File: src/hw/rtl/mmx_pkg.sv
// Shared constants and types for the modular exponentiation block.
package mmx_pkg;

    // Default datapath width and field widths
    localparam int OPERAND_WIDTH_DEF = 32;
    localparam int FIELD_W           = 32;

    // Configuration register reset values
    localparam logic [FIELD_W-1:0] EXP_RESET = 32'd17;
    localparam logic [FIELD_W-1:0] MOD_RESET = 32'd3233;

    // Configuration register indexes
    typedef logic [0:0] t_cfg_idx;
    localparam t_cfg_idx REG_EXPONENT = 1'b0;
    localparam t_cfg_idx REG_MODULUS  = 1'b1;

    // Sequencer states
    typedef enum logic [2:0] {
        ST_IDLE,
        ST_REDUCE,
        ST_BIT,
        ST_MUL_WAIT,
        ST_SQR_WAIT,
        ST_OUT
    } t_state;

endpackage

File: src/hw/rtl/mmx_mulmod.sv
// Bit-serial shift-add modular multiplier: one multiplier bit per cycle.
module mmx_mulmod #(
    parameter int W = mmx_pkg::OPERAND_WIDTH_DEF
) (
    input  logic         i_clk,
    input  logic         i_rst_n,
    input  logic         i_start,
    input  logic [W-1:0] i_a,
    input  logic [W-1:0] i_b,
    input  logic [W-1:0] i_m,
    output logic         o_done,
    output logic [W-1:0] o_prod
);

    localparam int CW = $clog2(W);

    logic          r_run;
    logic          r_done;
    logic [CW-1:0] r_cnt;
    logic [W-1:0]  r_a;
    logic [W-1:0]  r_b;
    logic [W-1:0]  r_m;
    logic [W:0]    r_m2;
    logic [W-1:0]  r_acc;

    logic [W+1:0]  s_sum;
    logic [W+1:0]  s_m1;
    logic [W+1:0]  s_m2;
    logic [W+1:0]  s_red;
    logic [W-1:0]  n_acc;

    // Form 2*acc + bit*a, then fold it back below m (sum stays under 3m)
    always_comb begin
        s_sum = {1'b0, r_acc, 1'b0} + ({2'b00, r_a} & {(W+2){r_b[W-1]}});
        s_m1  = {2'b00, r_m};
        s_m2  = {1'b0, r_m2};
        if (s_sum >= s_m2) begin
            s_red = s_sum - s_m2;
        end else if (s_sum >= s_m1) begin
            s_red = s_sum - s_m1;
        end else begin
            s_red = s_sum;
        end
        n_acc = s_red[W-1:0];
    end

    // Control: count down the multiplier bits, pulse done after the last bit
    always_ff @(posedge i_clk) begin
        if (!i_rst_n) begin
            r_run  <= 1'b0;
            r_done <= 1'b0;
            r_cnt  <= '0;
        end else begin
            r_done <= !i_start && r_run && (r_cnt == '0);
            if (i_start) begin
                r_run <= 1'b1;
                r_cnt <= CW'(W - 1);
            end else if (r_run) begin
                r_cnt <= r_cnt - 1'b1;
                if (r_cnt == '0) begin
                    r_run <= 1'b0;
                end
            end
        end
    end

    // Datapath: load operands, then shift the multiplier MSB first
    always_ff @(posedge i_clk) begin
        if (i_start) begin
            r_a   <= i_a;
            r_b   <= i_b;
            r_m   <= i_m;
            r_m2  <= {i_m, 1'b0};
            r_acc <= '0;
        end else if (r_run) begin
            r_acc <= n_acc;
            r_b   <= {r_b[W-2:0], 1'b0};
        end
    end

    assign o_done = r_done;
    assign o_prod = r_acc;

endmodule

File: src/hw/rtl/modular_exponentiation.sv
// Top level: right-to-left square-and-multiply modular exponentiation.
//
// Pulse i_start while busy is low to hand in one base value; the result
// appears on o_power_result for exactly one cycle with o_done high, and the
// receiver must take it then. One bit-serial modular multiplier does all the
// work. An item costs one product to reduce the base, then for each exponent
// bit up to the highest set one a bit step and a square plus, where the bit is
// one, a multiply. A modulus below two returns 0 in the cycle after the beat;
// a zero exponent still reduces the base first. Write exponent (index 0) and
// modulus (index 1) only while busy is low.
module modular_exponentiation #(
    parameter int OPERAND_WIDTH = mmx_pkg::OPERAND_WIDTH_DEF
) (
    input  logic                         i_clk,
    input  logic                         i_rst_n,
    input  logic                         i_cfg_we,
    input  mmx_pkg::t_cfg_idx            i_cfg_index,
    input  logic [mmx_pkg::FIELD_W-1:0]  i_cfg_data,
    input  logic                         i_start,
    input  logic [mmx_pkg::FIELD_W-1:0]  i_base_value,
    output logic                         busy,
    output logic                         o_done,
    output logic [mmx_pkg::FIELD_W-1:0]  o_power_result
);

    localparam int W  = OPERAND_WIDTH;
    localparam int FW = mmx_pkg::FIELD_W;

    mmx_pkg::t_state r_state;
    mmx_pkg::t_state n_state;

    logic [FW-1:0] r_exp_cfg;
    logic [FW-1:0] r_mod_cfg;
    logic [W-1:0]  r_e;
    logic [W-1:0]  r_sq;
    logic [W-1:0]  r_res;

    logic [W+FW-1:0] s_exp_ext;
    logic [W+FW-1:0] s_mod_ext;
    logic [W+FW-1:0] s_base_ext;
    logic [W+FW-1:0] s_res_ext;
    logic [W-1:0]    s_exp_w;
    logic [W-1:0]    s_mod_w;
    logic [W-1:0]    s_base_w;
    logic            s_small_mod;
    logic            s_accept;

    logic            mul_start;
    logic [W-1:0]    mul_a;
    logic [W-1:0]    mul_b;
    logic            mul_done;
    logic [W-1:0]    mul_prod;

    // Fit 32-bit fields to the datapath width
    always_comb begin
        s_exp_ext  = {{W{1'b0}}, r_exp_cfg};
        s_mod_ext  = {{W{1'b0}}, r_mod_cfg};
        s_base_ext = {{W{1'b0}}, i_base_value};
        s_res_ext  = {{FW{1'b0}}, r_res};
        s_exp_w    = s_exp_ext[W-1:0];
        s_mod_w    = s_mod_ext[W-1:0];
        s_base_w   = s_base_ext[W-1:0];
    end

    assign s_small_mod = (s_mod_w[W-1:1] == '0);
    assign s_accept    = i_start && (r_state == mmx_pkg::ST_IDLE);

    // Configuration registers
    always_ff @(posedge i_clk) begin
        if (!i_rst_n) begin
            r_exp_cfg <= mmx_pkg::EXP_RESET;
            r_mod_cfg <= mmx_pkg::MOD_RESET;
        end else if (i_cfg_we) begin
            case (i_cfg_index)
                mmx_pkg::REG_EXPONENT: r_exp_cfg <= i_cfg_data;
                mmx_pkg::REG_MODULUS:  r_mod_cfg <= i_cfg_data;
                default: ;
            endcase
        end
    end

    // Next state
    always_comb begin
        n_state = r_state;
        case (r_state)
            mmx_pkg::ST_IDLE: begin
                if (i_start) begin
                    n_state = s_small_mod ? mmx_pkg::ST_OUT : mmx_pkg::ST_REDUCE;
                end
            end
            mmx_pkg::ST_REDUCE: begin
                if (mul_done) begin
                    n_state = mmx_pkg::ST_BIT;
                end
            end
            mmx_pkg::ST_BIT: begin
                if (r_e == '0) begin
                    n_state = mmx_pkg::ST_OUT;
                end else if (r_e[0]) begin
                    n_state = mmx_pkg::ST_MUL_WAIT;
                end else begin
                    n_state = mmx_pkg::ST_SQR_WAIT;
                end
            end
            mmx_pkg::ST_MUL_WAIT: begin
                if (mul_done) begin
                    n_state = mmx_pkg::ST_SQR_WAIT;
                end
            end
            mmx_pkg::ST_SQR_WAIT: begin
                if (mul_done) begin
                    n_state = mmx_pkg::ST_BIT;
                end
            end
            mmx_pkg::ST_OUT: begin
                n_state = mmx_pkg::ST_IDLE;
            end
            default: begin
                n_state = mmx_pkg::ST_IDLE;
            end
        endcase
    end

    // Outputs: busy, done, multiplier launches and operand selection
    always_comb begin
        mul_start = 1'b0;
        mul_a     = r_sq;
        mul_b     = r_sq;
        busy      = 1'b1;
        o_done    = 1'b0;
        case (r_state)
            mmx_pkg::ST_IDLE: begin
                busy      = 1'b0;
                mul_start = i_start && !s_small_mod;
                mul_a     = {{(W-1){1'b0}}, 1'b1};
                mul_b     = s_base_w;
            end
            mmx_pkg::ST_BIT: begin
                mul_start = (r_e != '0);
                if (r_e[0]) begin
                    mul_a = r_res;
                end
            end
            mmx_pkg::ST_MUL_WAIT: begin
                mul_start = mul_done;
            end
            mmx_pkg::ST_OUT: begin
                o_done = 1'b1;
            end
            default: ;
        endcase
    end

    // State register
    always_ff @(posedge i_clk) begin
        if (!i_rst_n) begin
            r_state <= mmx_pkg::ST_IDLE;
        end else begin
            r_state <= n_state;
        end
    end

    // Working values: exponent shifter, current square, running result
    always_ff @(posedge i_clk) begin
        if (s_accept) begin
            r_e   <= s_exp_w;
            r_res <= s_small_mod ? '0 : {{(W-1){1'b0}}, 1'b1};
        end
        case (r_state)
            mmx_pkg::ST_REDUCE: begin
                if (mul_done) begin
                    r_sq <= mul_prod;
                end
            end
            mmx_pkg::ST_MUL_WAIT: begin
                if (mul_done) begin
                    r_res <= mul_prod;
                end
            end
            mmx_pkg::ST_SQR_WAIT: begin
                if (mul_done) begin
                    r_sq <= mul_prod;
                    r_e  <= {1'b0, r_e[W-1:1]};
                end
            end
            default: ;
        endcase
    end

    mmx_mulmod #(
        .W (W)
    ) u_mulmod (
        .i_clk   (i_clk),
        .i_rst_n (i_rst_n),
        .i_start (mul_start),
        .i_a     (mul_a),
        .i_b     (mul_b),
        .i_m     (s_mod_w),
        .o_done  (mul_done),
        .o_prod  (mul_prod)
    );

    assign o_power_result = s_res_ext[FW-1:0];

endmodule

File: config.mk
export PLATFORM = sky130hd
export DESIGN_NAME = modular_exponentiation
export DESIGN_NICKNAME = d
export VERILOG_FILES = /design/src/hw/rtl/mmx_pkg.sv /design/src/hw/rtl/mmx_mulmod.sv /design/src/hw/rtl/modular_exponentiation.sv
export SDC_FILE = /design/constraint.sdc
export NUM_CORES = 1
export LEC_CHECK = 0
export BUFFER_PORTS_ARGS = -buffer_cell sky130_fd_sc_hd__buf_2
export CORE_AREA = 3 3 188 190
export DETAILED_ROUTE_END_ITERATION = 8
export DIE_AREA = 0 0 191 193
export GPL_TIMING_DRIVEN = 0
export PLACE_DENSITY = 0.78
export SYNTH_ARGS = -nofsm -noshare
export SYNTH_HDL_FRONTEND = slang
export SYNTH_HIERARCHICAL = 1
export SYNTH_SLANG_ARGS = --single-unit
File: constraint.sdc
create_clock -name i_clk -period 20.1 [get_ports i_clk]
set_clock_uncertainty 0.1 [all_clocks]
set_input_delay 4.02 -clock i_clk [delete_from_list [all_inputs] [get_ports i_clk]]
set_output_delay 4.02 -clock i_clk [all_outputs]
set_load 0.01 [all_outputs]
=== Word level (Yosys, flattened, before mapping) ===
Cells that the tools add are included.

* Magnitude comparators: 2
* Bitwise gates (word level): 2
* Reductions and logical operators: 17
* Mux-type cells: 29
* Add/subtract/negate cells: 4
* Equality and inequality tests: 8

{| class="wikitable"
|+ Operator list
! operator !! count
|-
| $mux 32 || 12
|-
| $pmux 32 s2 || 1
|-
| $sub 32x32->32 || 2
|-
| $add 33x34->34 || 1
|-
| $and 32x34->34 || 1
|-
| $ge 34x32->1 || 1
|-
| $ge 34x33->1 || 1
|-
| $logic_not 32->1 || 1
|-
| $reduce_bool 32->1 || 1
|-
| $logic_not 31->1 || 1
|-
| $mux 3 || 6
|-
| $pmux 3 s4 || 1
|-
| $mux 5 || 2
|-
| $eq 3x2->1 const B || 2
|-
| $eq 3x3->1 const B || 2
|-
| $mux 1 || 6
|-
| $reduce_and 2->1 || 3
|-
| $logic_not 5->1 || 1
|-
| $sub 5x1->5 const B || 1
|-
| $logic_and 1x1->1 || 4
|-
| $ne 2x1->1 const B || 2
|-
| $eq 3x1->1 const B || 1
|-
| $logic_not 3->1 || 1
|-
| $pmux 1 s3 || 1
|-
| 6 further kinds || 7
|}

* Input port bits: 69
* Word-level logic and storage cells: 75
* Output and inout bits: 34
* Flip-flop bits (word level): 298

=== Logic depth before layout (Yosys ltp) ===
* Depth in word-level cells: 7
* Mapped depth: 27
* Depth with buffers taken out: 25

=== Modules after synthesis ===
The synthesis kept the hierarchy.

{| class="wikitable"
|+ Modules (own cells, without submodules)
! module !! cells an instance !! area an instance (um^2) !! times used !! seq. area each (um^2)
|-
| mmx_mulmod || 1,027 || 10,004.6 || 1 || 3,663.5
|-
| modular_exponentiation || 826 || 6,790.3 || 1 || 3,583.4
|}

=== Least setup slack after synthesis ===
No wires, ideal clock.

* Path type: input to register
* From: input i_start
* To: register u_mulmod.r_b[0], enable pin
* Library setup time: 0.387 ns
* Buffers on the path: 5
* Cell stages on the path: 9
* Required time: 19.613 ns
* Data arrival time: 8.982 ns
* Setup slack: 10.631 ns
* Cells stage by stage: nand2_1 > buf_4 > buf_2 > o22ai_1 > clkbuf_1 > nor2_1 > clkbuf_1 > clkbuf_1 > inv_1

* Word-level cells in the longest chain between the ends: 3

{| class="wikitable"
|+ RTL lines
! what !! RTL line !! text
|-
| start: declaration || modular_exponentiation.sv:19 || <nowiki>input logic i_start,</nowiki>
|-
| $logic_and 1x1->1 || modular_exponentiation.sv:134 || <nowiki>mul_start = i_start && !s_small_mod;</nowiki>
|-
| $pmux 1 s3 || modular_exponentiation.sv:131 || <nowiki>case (r_state)</nowiki>
|-
| named net mul_start || modular_exponentiation.sv:48 || <nowiki>logic mul_start;</nowiki>
|-
| $reduce_bool 2->1 (no line) || -- ||
|-
| end signal: assignment || mmx_mulmod.sv:71 || <nowiki>r_b <= i_b;</nowiki>
|-
| end signal: assignment || mmx_mulmod.sv:77 || <nowiki>r_b <= {r_b[W-2:0], 1'b0};</nowiki>
|-
| end: declaration || mmx_mulmod.sv:21 || <nowiki>logic [W-1:0] r_b;</nowiki>
|}

The timed path passes the listed nets, and every way through them passes these cells.
A chain may end at the register's enable or synchronous reset.

=== Final worst setup path ===
* From: input i_start
* To: register u_mulmod.r_b[10], enable pin

The elaborated chain is that of the path after synthesis.

==> impl_metrics.json <==
{
  "status": "completed",
  "clock_sinks": 298,
  "synth_top_cell_area_share": 0.2289,
  "clkTransAtPathRegs_ns": 0.06,
  "route.detailed.drc": 0,
  "timing.final.crit_share": 0.3888,
  "cts_buffer_depth": 3,
  "crit_path_end_kind": "flop",
  "cts_buffers": 34,
  "gp_congestion": 0.9654,
  "drive_above_1_share": 0.1137,
  "peakVddDrop_mv": 0.09632,
  "area_delta_synth_final_pct": 13.64,
  "overflow": 0,
  "synth_cells": 1853,
  "yosysMostFrequentCell": "nand2_1",
  "grt_max_degree": 33,
  "clk_latency_ns": 0.52,
  "synth-seq-cells": 298,
  "detail-route-antenna-nets": 0,
  "synth.avg_cell_area_sq_um": 9.064,
  "ys.flop_type": "dfxtp_1",
  "cts_setup_buffers": 0,
  "synth-async-reset-ratio": 0,
  "cts_resized": 0,
  "max_cap_viol_count": 0,
  "synth_nets": 2022,
  "finalSetupTns_ns": 0,
  "tightest_slew_ns": 1.282,
  "vias_per_cell": 5.845,
  "rows": 67,
  "dieArea_sq_um": 36860,
  "totalPowerFinal_mw": 2.763,
  "fmax_ghz": 0.1280,
  "start_util": 0.4996,
  "cp.required_ns": 20.04,
  "synth_area_sq_um": 16790,
  "n_antenna_cell": 0,
  "grt_pass1_vias": 13700,
  "fin_nets": 2165,
  "root_buffer": "clkbuf_16",
  "slew_headroom": 0.1441,
  "synth_area_leader_cell": "edfxtp_1",
  "synth_edf_count": 128,
  "drtIter0Drc": 1460,
  "hold_buffers": 0,
  "critPathLaunchType": "input pin",
  "dp_hpwl_um": 36780,
  "slew_viol_final": 0,
  "dr.pass1.iters": 7,
  "finalHoldViolations": 0,
  "yosysUniqueCellTypes": 75,
  "via_count": 14440,
  "die_w_um": 191,
  "antenna_found_initial": 0,
  "grt_pass1_wl_um": 73460,
  "critical_path_arrival_ns": 7.76,
  "leakage_nw": 8.077,
  "min_path_type": "flop to flop",
  "crit_type": "input pin to flop",
  "fill_cells": 2931,
  "finalSetupViolCount": 0,
  "multiInputGateArea_sq_um": 8969,
  "synth_area_leaders": "edfxtp_1 23%, dfxtp_1 20%, nand2_1 9.9%",
  "rsz0062_at_grt": "no",
  "dieHeight_um": 193,
  "synth_common_cells": "443 x nand2_1, 170 x dfxtp_1, 128 x edfxtp_1, 121 x o21ai_0, 97 x ha_1",
  "grt.total_usage": 0.2525,
  "tritoncts": "built",
  "whs_ns": 0.3526,
  "io_buffers": 102,
  "min_period_ns": 7.814,
  "rrSetupSlack_ns": 12.31,
  "ys_seq_area_frac": 0.4315,
  "coreArea_sq_um": 33620,
  "post_drt_wl_per_cell_um": 19.41,
  "critPathMaxFanout": 32,
  "wl_um": 47950,
  "power.density_nw_per_um2": 144.8,
  "regArea_sq_um": 7247,
  "yosys_warnings": 6,
  "top_level_ports": 103,
  "htreeDepth": 2
}
[worst max-delay path, stage by stage]
cell,delay (ns)
buf_2,0.13
nand2_1,0.08
buf_4,0.26
buf_2,0.38
o22ai_4,0.22
buf_12,0.23
clkbuf_1,0.27
nor2_1,0.26
clkbuf_1,0.50
clkbuf_1,0.60
inv_1,0.76
[final cells by class]
type | count | share of cell area
plain buffers | 85 | 0.02032
flip-flops and latches | 298 | 0.3797
clock inverters | 14 | 0.008916
inverters | 56 | 0.01101
clock buffers | 48 | 0.04995
well taps | 448 | 0.02937
multi-input cells | 1414 | 0.4699
repair buffers | 107 | 0.03081
[metrics by stage]
step	util	instance area, sq um	std cells	worst slack, ns
after global routing	0.5678	19090	2470	11.80
after detailed placement	0.5343	17960	2408	11.83
after CTS	0.5678	19090	2470	12.35
final	0.5678	19090	2470	12.29
after floorplan	-	16790	1853	10.63
after global placement	0.5315	17870	2403	8.124
[power by group]
group          switching, mW  total, mW  internal (mW)  leakage (nW)
Combinational          0.802       1.34          0.542          4.90
Clock                  0.254      0.627          0.373         0.549
Sequential            0.0602      0.792          0.732          2.63
[layout by cell type (no fill, tap or decap), types with 5 or more instances in the layout]
| cell type | n |
|---|---|
| nand2_1 | 443 |
| dfxtp_1 | 170 |
| edfxtp_1 | 128 |
| o21ai_0 | 121 |
| buf_2 | 118 |
| ha_1 | 97 |
| a21oi_1 | 96 |
| clkbuf_1 | 71 |
| a21boi_0 | 59 |
| xnor2_1 | 56 |
| inv_1 | 55 |
| mux2i_1 | 54 |
| nor2_1 | 43 |
| a21o_1 | 39 |
| and2_1 | 37 |
| clkbuf_16 | 34 |
| xor2_1 | 34 |
| mux2_2 | 31 |
| nand3_1 | 24 |
| o21ai_1 | 23 |
| nand2b_1 | 20 |
| nor3_1 | 18 |
| o221ai_1 | 18 |
| nor4_1 | 17 |
| nor2b_1 | 17 |
| o21bai_1 | 17 |
| nand4_1 | 16 |
| o21a_1 | 16 |
| a31oi_1 | 12 |
| and3_1 | 9 |
| buf_6 | 8 |
| a211oi_1 | 7 |
| o211ai_1 | 7 |
| a22oi_1 | 6 |
| a211o_1 | 6 |
| clkbuf_8 | 5 |
| or3_1 | 5 |
[final timing paths]
| path | startpoint | cells past startpoint | to |
|---|---|---|---|
| worst max-delay path | i_start | 11 | u_mulmod/r_b[10]$_DFFE_PP_ |
| worst min-delay path | r_mod_cfg[0]$_SDFFE_PN1P_ | 0 | u_mulmod/r_m2[1]$_DFFE_PP_ |
| worst max register to register | u_mulmod/r_b[31]$_DFFE_PP_ | 25 | u_mulmod/o_prod[23]$_SDFFE_PP0P_ |
| worst min register to register | r_mod_cfg[0]$_SDFFE_PN1P_ | 0 | u_mulmod/r_m2[1]$_DFFE_PP_ |
[sequential cells by signal, indices dropped and copies added, names as in the netlist]
register,flops
r_e,32
r_mod_cfg,32
u_mulmod/o_prod,32
u_mulmod/r_run,1
u_mulmod/r_a,32
o_power_result,32
r_state,3
u_mulmod/r_b,32
u_mulmod/r_m2,32
r_sq,32
u_mulmod/o_done,1
u_mulmod/r_cnt,5
r_exp_cfg,32
[logic make-up (layout without fill, tap and decap cells)]
| group | count (synthesis) | after routing | share of synthesized area |
|---|---|---|---|
| compound gates | 471 | 471 | 0.1807 |
| xor+xnor | 90 | 90 | 0.04693 |
| fa+ha+maj | 100 | 100 | 0.07584 |
| buf+inv | 141 | 310 | 0.03561 |
| flops | 298 | 298 | 0.4315 |
| mux | 85 | 85 | 0.05297 |
| simple gates | 668 | 668 | 0.1764 |
[layer usage]
layer | vias to the layer above | routed length [um] | global-route usage
li1 | 6887 | - | -
met3 | 122 | 4048 | 0.04647
met1 | 6810 | 20200 | 0.3345
met4 | 0 | 1715 | 0.09314
met5 | - | 0 | 0
met2 | 618 | 21990 | 0.4155
Note: power is estimated with default switching activity, not from simulation.
